===== src/rtl/lkv_pkg.sv =====
// Shared types and constants of the LRU key/value cache.
// No dependencies; every other file in rtl/ but lkv_match refers to it by scoped names.
package lkv_pkg;

  // Width of the key, value and result fields on the stream ports.
  localparam int unsigned FIELD_BITS = 32;

  // Width of the capacity register and its value after reset.
  localparam int unsigned CFG_BITS = 5;
  localparam logic [CFG_BITS-1:0] CFG_CAPACITY_RESET = 5'd16;

  // Result of a get that misses.
  localparam logic [FIELD_BITS-1:0] MISS_VALUE = 32'hFFFF_FFFF;
  // Result of every put.
  localparam logic [FIELD_BITS-1:0] PUT_VALUE = 32'h0000_0000;

  typedef enum logic {
    REQ_GET = 1'b0,
    REQ_PUT = 1'b1
  } req_e;

  // Recency update requested of the rank tracker for one slot.
  typedef struct packed {
    logic touch;   // make a valid slot the most recent
    logic insert;  // fill a free slot as the most recent
  } rank_cmd_t;

endpackage


===== src/rtl/lkv_match.sv =====
// Parallel key comparators over all slots with a lowest-index hit select.
// Depends on nothing but its parameters.
module lkv_match #(
  parameter  int unsigned CAPACITY = 16,
  parameter  int unsigned KEY_BITS = 32,
  localparam int unsigned IW       = (CAPACITY > 1) ? $clog2(CAPACITY) : 1
) (
  input  logic [KEY_BITS-1:0] keys_i [CAPACITY],
  input  logic [CAPACITY-1:0] valid_i,
  input  logic [KEY_BITS-1:0] key_i,
  output logic                hit_o,
  output logic [IW-1:0]       hit_idx_o
);

  logic [CAPACITY-1:0] match;

  always_comb begin
    for (int i = 0; i < CAPACITY; i++) begin
      match[i] = valid_i[i] && (keys_i[i] == key_i);
    end
  end

  // Keys held in valid slots are distinct, so the priority only settles ties
  // that cannot arise.
  always_comb begin
    hit_idx_o = '0;
    for (int i = CAPACITY - 1; i >= 0; i--) begin
      if (match[i]) begin
        hit_idx_o = IW'(i);
      end
    end
  end

  assign hit_o = |match;

endmodule


===== src/rtl/lkv_rank.sv =====
// Valid flags, recency ranks and occupancy of all slots, with the victim and
// free-slot selection. Depends on lkv_pkg for the update command type.
module lkv_rank #(
  parameter  int unsigned CAPACITY = 16,
  localparam int unsigned IW       = (CAPACITY > 1) ? $clog2(CAPACITY) : 1,
  localparam int unsigned CW       = $clog2(CAPACITY + 1)
) (
  input  logic                clk_i,
  input  logic                rst_ni,
  input  lkv_pkg::rank_cmd_t  cmd_i,
  input  logic [IW-1:0]       slot_i,
  output logic [CAPACITY-1:0] valid_o,
  output logic [CW-1:0]       occupied_o,
  output logic [IW-1:0]       victim_o,
  output logic [IW-1:0]       free_o,
  output logic                free_any_o
);

  logic [CAPACITY-1:0] valid_q, valid_d;
  logic [IW-1:0]       rank_q [CAPACITY];
  logic [IW-1:0]       rank_d [CAPACITY];
  logic [CW-1:0]       occ_q, occ_d;
  logic [IW-1:0]       cur_rank;
  logic [IW-1:0]       last_rank;

  assign cur_rank  = rank_q[slot_i];
  // Valid slots always hold the ranks 0 to occupancy minus one, each once.
  assign last_rank = IW'(occ_q - CW'(1));

  always_comb begin
    valid_d = valid_q;
    rank_d  = rank_q;
    occ_d   = occ_q;
    if (cmd_i.touch) begin
      for (int i = 0; i < CAPACITY; i++) begin
        if (valid_q[i] && (IW'(i) != slot_i) && (rank_q[i] < cur_rank)) begin
          rank_d[i] = rank_q[i] + IW'(1);
        end
      end
      rank_d[slot_i] = '0;
    end
    if (cmd_i.insert) begin
      for (int i = 0; i < CAPACITY; i++) begin
        if (valid_q[i]) begin
          rank_d[i] = rank_q[i] + IW'(1);
        end
      end
      valid_d[slot_i] = 1'b1;
      rank_d[slot_i]  = '0;
      occ_d           = occ_q + CW'(1);
    end
  end

  always_comb begin
    victim_o = '0;
    free_o   = '0;
    for (int i = CAPACITY - 1; i >= 0; i--) begin
      if (valid_q[i] && (rank_q[i] == last_rank)) begin
        victim_o = IW'(i);
      end
      if (!valid_q[i]) begin
        free_o = IW'(i);
      end
    end
  end

  assign free_any_o = ~&valid_q;
  assign valid_o    = valid_q;
  assign occupied_o = occ_q;

  always_ff @(posedge clk_i or negedge rst_ni) begin
    if (!rst_ni) begin
      valid_q <= '0;
      occ_q   <= '0;
      for (int i = 0; i < CAPACITY; i++) begin
        rank_q[i] <= '0;
      end
    end else begin
      valid_q <= valid_d;
      occ_q   <= occ_d;
      rank_q  <= rank_d;
    end
  end

endmodule


===== src/rtl/lru_key_value_cache.sv =====
// Fully associative key/value cache with least-recently-used replacement.
// Requests pass through an input register and a result register; one item per cycle
// while the result stream does not stall. The rate is set by the key match and rank update
// that sit between the input register and the result register.
// Reset clears the valid flags, ranks and occupancy at once and sets the
// capacity register to 16; key and value storage is not cleared.
module lru_key_value_cache #(
  parameter int unsigned CAPACITY   = 16,
  parameter int unsigned KEY_BITS   = 32,
  parameter int unsigned VALUE_BITS = 32
) (
  input  logic                          clk_i,
  input  logic                          rst_ni,
  // Capacity register write.
  input  logic                          cfg_we_i,
  input  logic [lkv_pkg::CFG_BITS-1:0]  cfg_wdata_i,
  // Request stream.
  input  logic                          s_axis_tvalid,
  output logic                          s_axis_tready,
  input  logic [2*lkv_pkg::FIELD_BITS-1:0] s_axis_tdata,  // lookup_key, write_value
  input  logic [0:0]                    s_axis_tuser,   // req_type
  // Result stream.
  output logic                          m_axis_tvalid,
  input  logic                          m_axis_tready,
  output logic [lkv_pkg::FIELD_BITS-1:0] m_axis_tdata,  // read_value
  output logic [0:0]                    m_axis_tuser    // found
);

  localparam int unsigned FB   = lkv_pkg::FIELD_BITS;
  localparam int unsigned IW   = (CAPACITY > 1) ? $clog2(CAPACITY) : 1;
  localparam int unsigned CW   = $clog2(CAPACITY + 1);
  localparam int unsigned CMPW = (CW > lkv_pkg::CFG_BITS) ? CW + 1 : lkv_pkg::CFG_BITS + 1;

  // Configuration.
  logic [lkv_pkg::CFG_BITS-1:0] cap_q;

  // Input register.
  logic                 in_valid_q;
  lkv_pkg::req_e        req_q;
  logic [FB-1:0]        key_in_q;
  logic [FB-1:0]        val_in_q;

  // Result register.
  logic                 out_valid_q;
  logic                 found_q, found_d;
  logic [FB-1:0]        data_q, data_d;

  // Storage.
  logic [KEY_BITS-1:0]          key_q [CAPACITY];
  logic signed [VALUE_BITS-1:0] val_q [CAPACITY];

  logic                         fire;
  logic [KEY_BITS-1:0]          key_k;
  logic signed [VALUE_BITS-1:0] val_v;
  logic                         hit;
  logic [IW-1:0]                hit_idx;
  logic [CAPACITY-1:0]          valid;
  logic [CW-1:0]                occupied;
  logic [IW-1:0]                victim;
  logic [IW-1:0]                free_slot;
  logic                         free_any;
  logic [CMPW-1:0]              cap_ext, cap_eff;
  logic                         full;
  lkv_pkg::rank_cmd_t           cmd;
  logic [IW-1:0]                slot;
  logic                         wr_key, wr_val;
  logic signed [VALUE_BITS-1:0] hit_value;

  assign fire          = in_valid_q && (!out_valid_q || m_axis_tready);
  assign s_axis_tready = !in_valid_q || fire;

  // Keys and values are sign-extended or truncated from the field width.
  assign key_k = KEY_BITS'(signed'(key_in_q));
  assign val_v = VALUE_BITS'(signed'(val_in_q));

  lkv_match #(
    .CAPACITY (CAPACITY),
    .KEY_BITS (KEY_BITS)
  ) u_match (
    .keys_i    (key_q),
    .valid_i   (valid),
    .key_i     (key_k),
    .hit_o     (hit),
    .hit_idx_o (hit_idx)
  );

  lkv_rank #(
    .CAPACITY (CAPACITY)
  ) u_rank (
    .clk_i      (clk_i),
    .rst_ni     (rst_ni),
    .cmd_i      (cmd),
    .slot_i     (slot),
    .valid_o    (valid),
    .occupied_o (occupied),
    .victim_o   (victim),
    .free_o     (free_slot),
    .free_any_o (free_any)
  );

  // A capacity of zero behaves as one, and one above CAPACITY as CAPACITY.
  assign cap_ext = CMPW'(cap_q);
  always_comb begin
    priority if (cap_ext == '0) begin
      cap_eff = CMPW'(1);
    end else if (cap_ext > CMPW'(CAPACITY)) begin
      cap_eff = CMPW'(CAPACITY);
    end else begin
      cap_eff = cap_ext;
    end
  end
  assign full = CMPW'(occupied) >= cap_eff;

  assign hit_value = val_q[hit_idx];

  always_comb begin
    cmd     = '0;
    slot    = hit_idx;
    wr_key  = 1'b0;
    wr_val  = 1'b0;
    found_d = hit;
    data_d  = lkv_pkg::PUT_VALUE;
    unique case (req_q)
      lkv_pkg::REQ_GET: begin
        cmd.touch = fire && hit;
        data_d    = hit ? FB'(hit_value) : lkv_pkg::MISS_VALUE;
      end
      lkv_pkg::REQ_PUT: begin
        priority if (hit) begin
          wr_val    = fire;
          cmd.touch = fire;
        end else if (full) begin
          // The least recent entry gives up its slot; occupancy is unchanged.
          slot      = victim;
          wr_key    = fire;
          wr_val    = fire;
          cmd.touch = fire;
        end else begin
          slot       = free_slot;
          wr_key     = fire && free_any;
          wr_val     = fire && free_any;
          cmd.insert = fire && free_any;
        end
      end
      default: begin
        cmd = '0;
      end
    endcase
  end

  always_ff @(posedge clk_i) begin
    if (wr_key) begin
      key_q[slot] <= key_k;
    end
    if (wr_val) begin
      val_q[slot] <= val_v;
    end
  end

  always_ff @(posedge clk_i or negedge rst_ni) begin
    if (!rst_ni) begin
      cap_q       <= lkv_pkg::CFG_CAPACITY_RESET;
      in_valid_q  <= 1'b0;
      out_valid_q <= 1'b0;
    end else begin
      if (cfg_we_i) begin
        cap_q <= cfg_wdata_i;
      end
      if (s_axis_tvalid && s_axis_tready) begin
        in_valid_q <= 1'b1;
      end else if (fire) begin
        in_valid_q <= 1'b0;
      end
      if (fire) begin
        out_valid_q <= 1'b1;
      end else if (m_axis_tready) begin
        out_valid_q <= 1'b0;
      end
    end
  end

  always_ff @(posedge clk_i) begin
    if (s_axis_tvalid && s_axis_tready) begin
      req_q    <= lkv_pkg::req_e'(s_axis_tuser[0]);
      key_in_q <= s_axis_tdata[FB-1:0];
      val_in_q <= s_axis_tdata[2*FB-1:FB];
    end
    if (fire) begin
      found_q <= found_d;
      data_q  <= data_d;
    end
  end

  assign m_axis_tvalid   = out_valid_q;
  assign m_axis_tdata    = data_q;
  assign m_axis_tuser[0] = found_q;

endmodule


===== config.mk =====
export PLATFORM = sky130hd
export DESIGN_NAME = lru_key_value_cache
export DESIGN_NICKNAME = d
export VERILOG_FILES = /design/src/rtl/lkv_pkg.sv /design/src/rtl/lkv_match.sv /design/src/rtl/lkv_rank.sv /design/src/rtl/lru_key_value_cache.sv
export SDC_FILE = /design/constraint.sdc
export NUM_CORES = 2
export LEC_CHECK = 0
export CORE_MARGIN = 2
export CORE_UTILIZATION = 38
export CTS_CLUSTER_SIZE = 24
export DETAILED_ROUTE_END_ITERATION = 8
export DONT_BUFFER_PORTS = 1
export PLACE_DENSITY_LB_ADDON = 0.15
export REMOVE_ABC_BUFFERS = 1
export SYNTH_ARGS = -nofsm -noshare
export SYNTH_HDL_FRONTEND = slang
export SYNTH_HIERARCHICAL = 1
export SYNTH_SLANG_ARGS = --single-unit

===== constraint.sdc =====
create_clock -name clk_i -period 11.2 [get_ports clk_i]
set_input_delay 0.56 -clock clk_i [delete_from_list [all_inputs] [get_ports clk_i]]
set_output_delay 0.56 -clock clk_i [all_outputs]
set_load 0.005 [all_outputs]

==> flow_metrics.tcl <==
set metrics [dict create \
    status "finished, final reports clean" \
    power_density_mw_per_mm2 230 \
    tightest_slew_ps 1260 \
    post-route-util 0.439 \
    maxCapViolCount 0 \
    syn2layout_area_growth_pct 14.5 \
    synthTopCellsByCount "edfxtp_1 (1122), xnor2_1 (448), mux4_2 (179)" \
    vias_per_cell 5.62 \
    routed_wl_um 142000 \
    busiest_layer "met2" \
    reg2reg_depth 24 \
    timing.setup.critical_path_class "reg -> reg" \
    r2r_start "key_in_q[20]$_DFFE_PP_" \
    grt_max_degree 114 \
    slowest_stage "nor4_1" \
    routed-via-count 29500 \
    die_w_um 377 \
    dr.pass1.iters 5 \
    clock_latency_ps 780 \
    async_reset_ff_frac 0.0758 \
    critical_path_required_ps 11850 \
    grt_pass1_vias 29500 \
    cts_made_buffers 133 \
    period_needed_ps 9000 \
    final_nets 3497 \
    grt_overflow_total 0 \
    grt_pass1_wl_um 208000 \
    setup.worst_path.end "u_rank/rank_q[59]$_DFF_PN0_" \
    fin_crit_sh 0.803 \
    crit_fanout 25 \
    ys_seq_elements 1214 \
    wl_per_cell_um 27.0 \
    grtUsageTotal 0.199 \
    rr_endpoint "u_rank/rank_q[59]$_DFF_PN0_" \
    h-tree-depth 4 \
    cp_slowest_stage_delay_ps 850 \
    antenna_found_initial 14 \
    clock_skew_ps 54.1 \
    post-place-ws_ps 2180 \
    hold_violations 0 \
    slew_violations 0 \
    use_met1 0.296 \
    slew_headroom 0.150 \
    rsz0062_at_grt "no" \
    synth_edf_count 1122 \
    fmax_ghz 0.111 \
    drc 0 \
    ant_nets 0 \
    r2r_setup_slack_ps 2200 \
    synth_most_common_cell "edfxtp_1" \
    dieArea_mm2 0.142 \
    cts.sinks 1214 \
    dieHeight_um 377 \
    cp-end-kind "flop" \
    min-delay-path-class "in -> reg" \
    cts_tree "built" \
    ys_types 97 \
    pin_count 110 \
    clkTransAtPathRegs_ps 60 \
    io_buffers 0 \
    cts_buffer_depth 3 \
    crit_chain "buf_4, xnor2_1, nand4_1, nor4_1, nand4_1, or4_1, nand2_1, a21oi_1, o21ai_4, and2_1, a21oi_1, mux2_4, inv_2, buf_4, mux4_2, mux4_2, inv_1, ha_1, o211ai_1, a32o_1, a41oi_1, or2_1, or3_1, o221ai_1" \
    yosys_most_used_dff "edfxtp_1" \
    rows 136 \
    start_kind "flop" \
    crit_start "key_in_q[20]$_DFFE_PP_" \
    ys_seq_area_frac 0.681 \
    dpl.hpwl_um 82700 \
    p_leak_nw 19.4 \
    final.setup.worst_slack_ps 2200 \
    grtUsageMet3 0.0351 \
    syn-mean-instance-area_um2 16.6 \
    synthCells 3192 \
    root_buffer "clkbuf_16" \
    peakVddDrop_mv 0.152 \
    yosysWarnings 6 \
    initial_core_util 0.384 \
    yosysTopAreaCellShare 0.637 \
    synth_area_leaders "edfxtp_1 (64%), mux4_2 (7.6%), xnor2_1 (7.4%)" \
    setup_viol_count_final 0 \
    yosys.area.top_type "edfxtp_1" \
    syn_area_mm2 0.0529 \
    grt_util_met2 0.303 \
    coreArea_mm2 0.138 \
    cp.arrival_ps 9650 \
    drt-initial-drc-count 3013 \
    place.gp.congestion 0.849 \
    post-cts-setup-buffer-count 0 \
    drive_gt1_frac 0.165 \
]
sequential cells by signal, indices dropped and copies added (netlist names):
| signal | flops |
|---|---|
| m_axis_tdata | 32 |
| in_valid_q | 1 |
| cap_q | 5 |
| val_in_q | 32 |
| key_q | 512 |
| m_axis_tuser | 1 |
| u_rank/rank_q | 64 |
| key_in_q | 32 |
| u_rank/occupied_o | 5 |
| val_q | 512 |
| u_rank/valid_o | 16 |
| req_q | 1 |
| m_axis_tvalid | 1 |
where the power goes:
group | switching [mW] | leakage [nW] | internal [mW] | total (mW)
logic | 2.33 | 6.01 | 1.46 | 3.80
registers | 0.374 | 11.2 | 5.37 | 5.74
clock network | 1.86 | 2.11 | 2.50 | 4.36
cell type report:
class | instances | area (um2)
diodes | 4 | 10.0
inverters | 74 | 278
fillers | 12100 | 77300
well taps | 1794 | 2240
repair buffers | 189 | 1730
flip-flops and latches | 1214 | 36000
multi-input cells | 1739 | 15900
clock buffers | 156 | 3430
clock inverters | 81 | 917
cell families (layout without fill, tap and decap cells):
family | count (synthesis) | count (layout) | synth area share
compound gates | 323 | 323 | 0.0439
xor+xnor | 579 | 579 | 0.0979
fa+ha+maj | 71 | 71 | 0.0168
buf+inv | 239 | 500 | 0.0227
flops | 1214 | 1214 | 0.681
mux | 195 | 195 | 0.0796
other cells | 0 | 4 | 0
simple gates | 571 | 571 | 0.0584
critical path: cells and delay by family (launching register included):
family                     cells  cell delay [ps]
AOI/OAI and AO/OA              7             1430
xor gates and xnor gates       1              170
adders and majority gates      1              380
buffers and inverters          4             1920
DFF                            1              640
muxes                          3             1410
and+or+nand+nor                8             2870
layout by cell type, fill, tap and decap left out, types with 58 or more instances in the layout:
master	count
dlygate4sd3_1	73
inv_1	72
ha_1	71
buf_4	106
nand3_1	80
dfrtp_1	91
xor2_1	122
clkbuf_16	133
a21oi_1	58
edfxtp_1	1122
o21ai_0	61
nor2_1	59
mux4_2	179
nand4_1	118
xnor2_1	448
nand2_1	109
how the worst min path moves through the flow:
stage	startpoint	to	slack [ps]	depth (start not counted)
floorplan	rst_ni	cap_q[0]$_DFFE_PN0P_	260	0
global placement	rst_ni	u_rank/valid_o[14]$_DFFE_PN0P_	270	0
detailed placement	rst_ni	u_rank/valid_o[14]$_DFFE_PN0P_	270	0
CTS	cfg_we_i	cap_q[4]$_DFFE_PN1P_	80	2
global route	cfg_we_i	cap_q[4]$_DFFE_PN1P_	140	2
finish	cfg_we_i	cap_q[4]$_DFFE_PN1P_	160	2
what timing repair did:
item                      4_1_cts  5_1_grt
resized for setup               0        0
hold endpoints to repair      164        0
hold buffers                   74        0
layer usage:
metal | share of wire | wire, um | up-vias
met3 | 0.056 | 8000 | 201
met5 | 0.00064 | 90 | -
met1 | 0.47 | 66300 | 15600
met2 | 0.46 | 64800 | 943
met4 | 0.017 | 2440 | 14
li1 | - | - | 12700
through the flow:
stage / total power, mW / area (um2) / hold slack [ps] / setup TNS (ps) / instances
floorplan: 8.32 / 51900 / 264 / -4421770 / 3027
global placement: 9.38 / 55400 / 270 / 0 / 4936
detailed placement: 9.54 / 55400 / 271 / 0 / 4936
CTS: 14.0 / 60500 / 83.7 / 0 / 5247
global route: 14.6 / 60500 / 138 / 0 / 5248
finish: 13.9 / 60500 / 156 / 0 / 5251
Note: power is estimated with default switching activity, not from simulation.
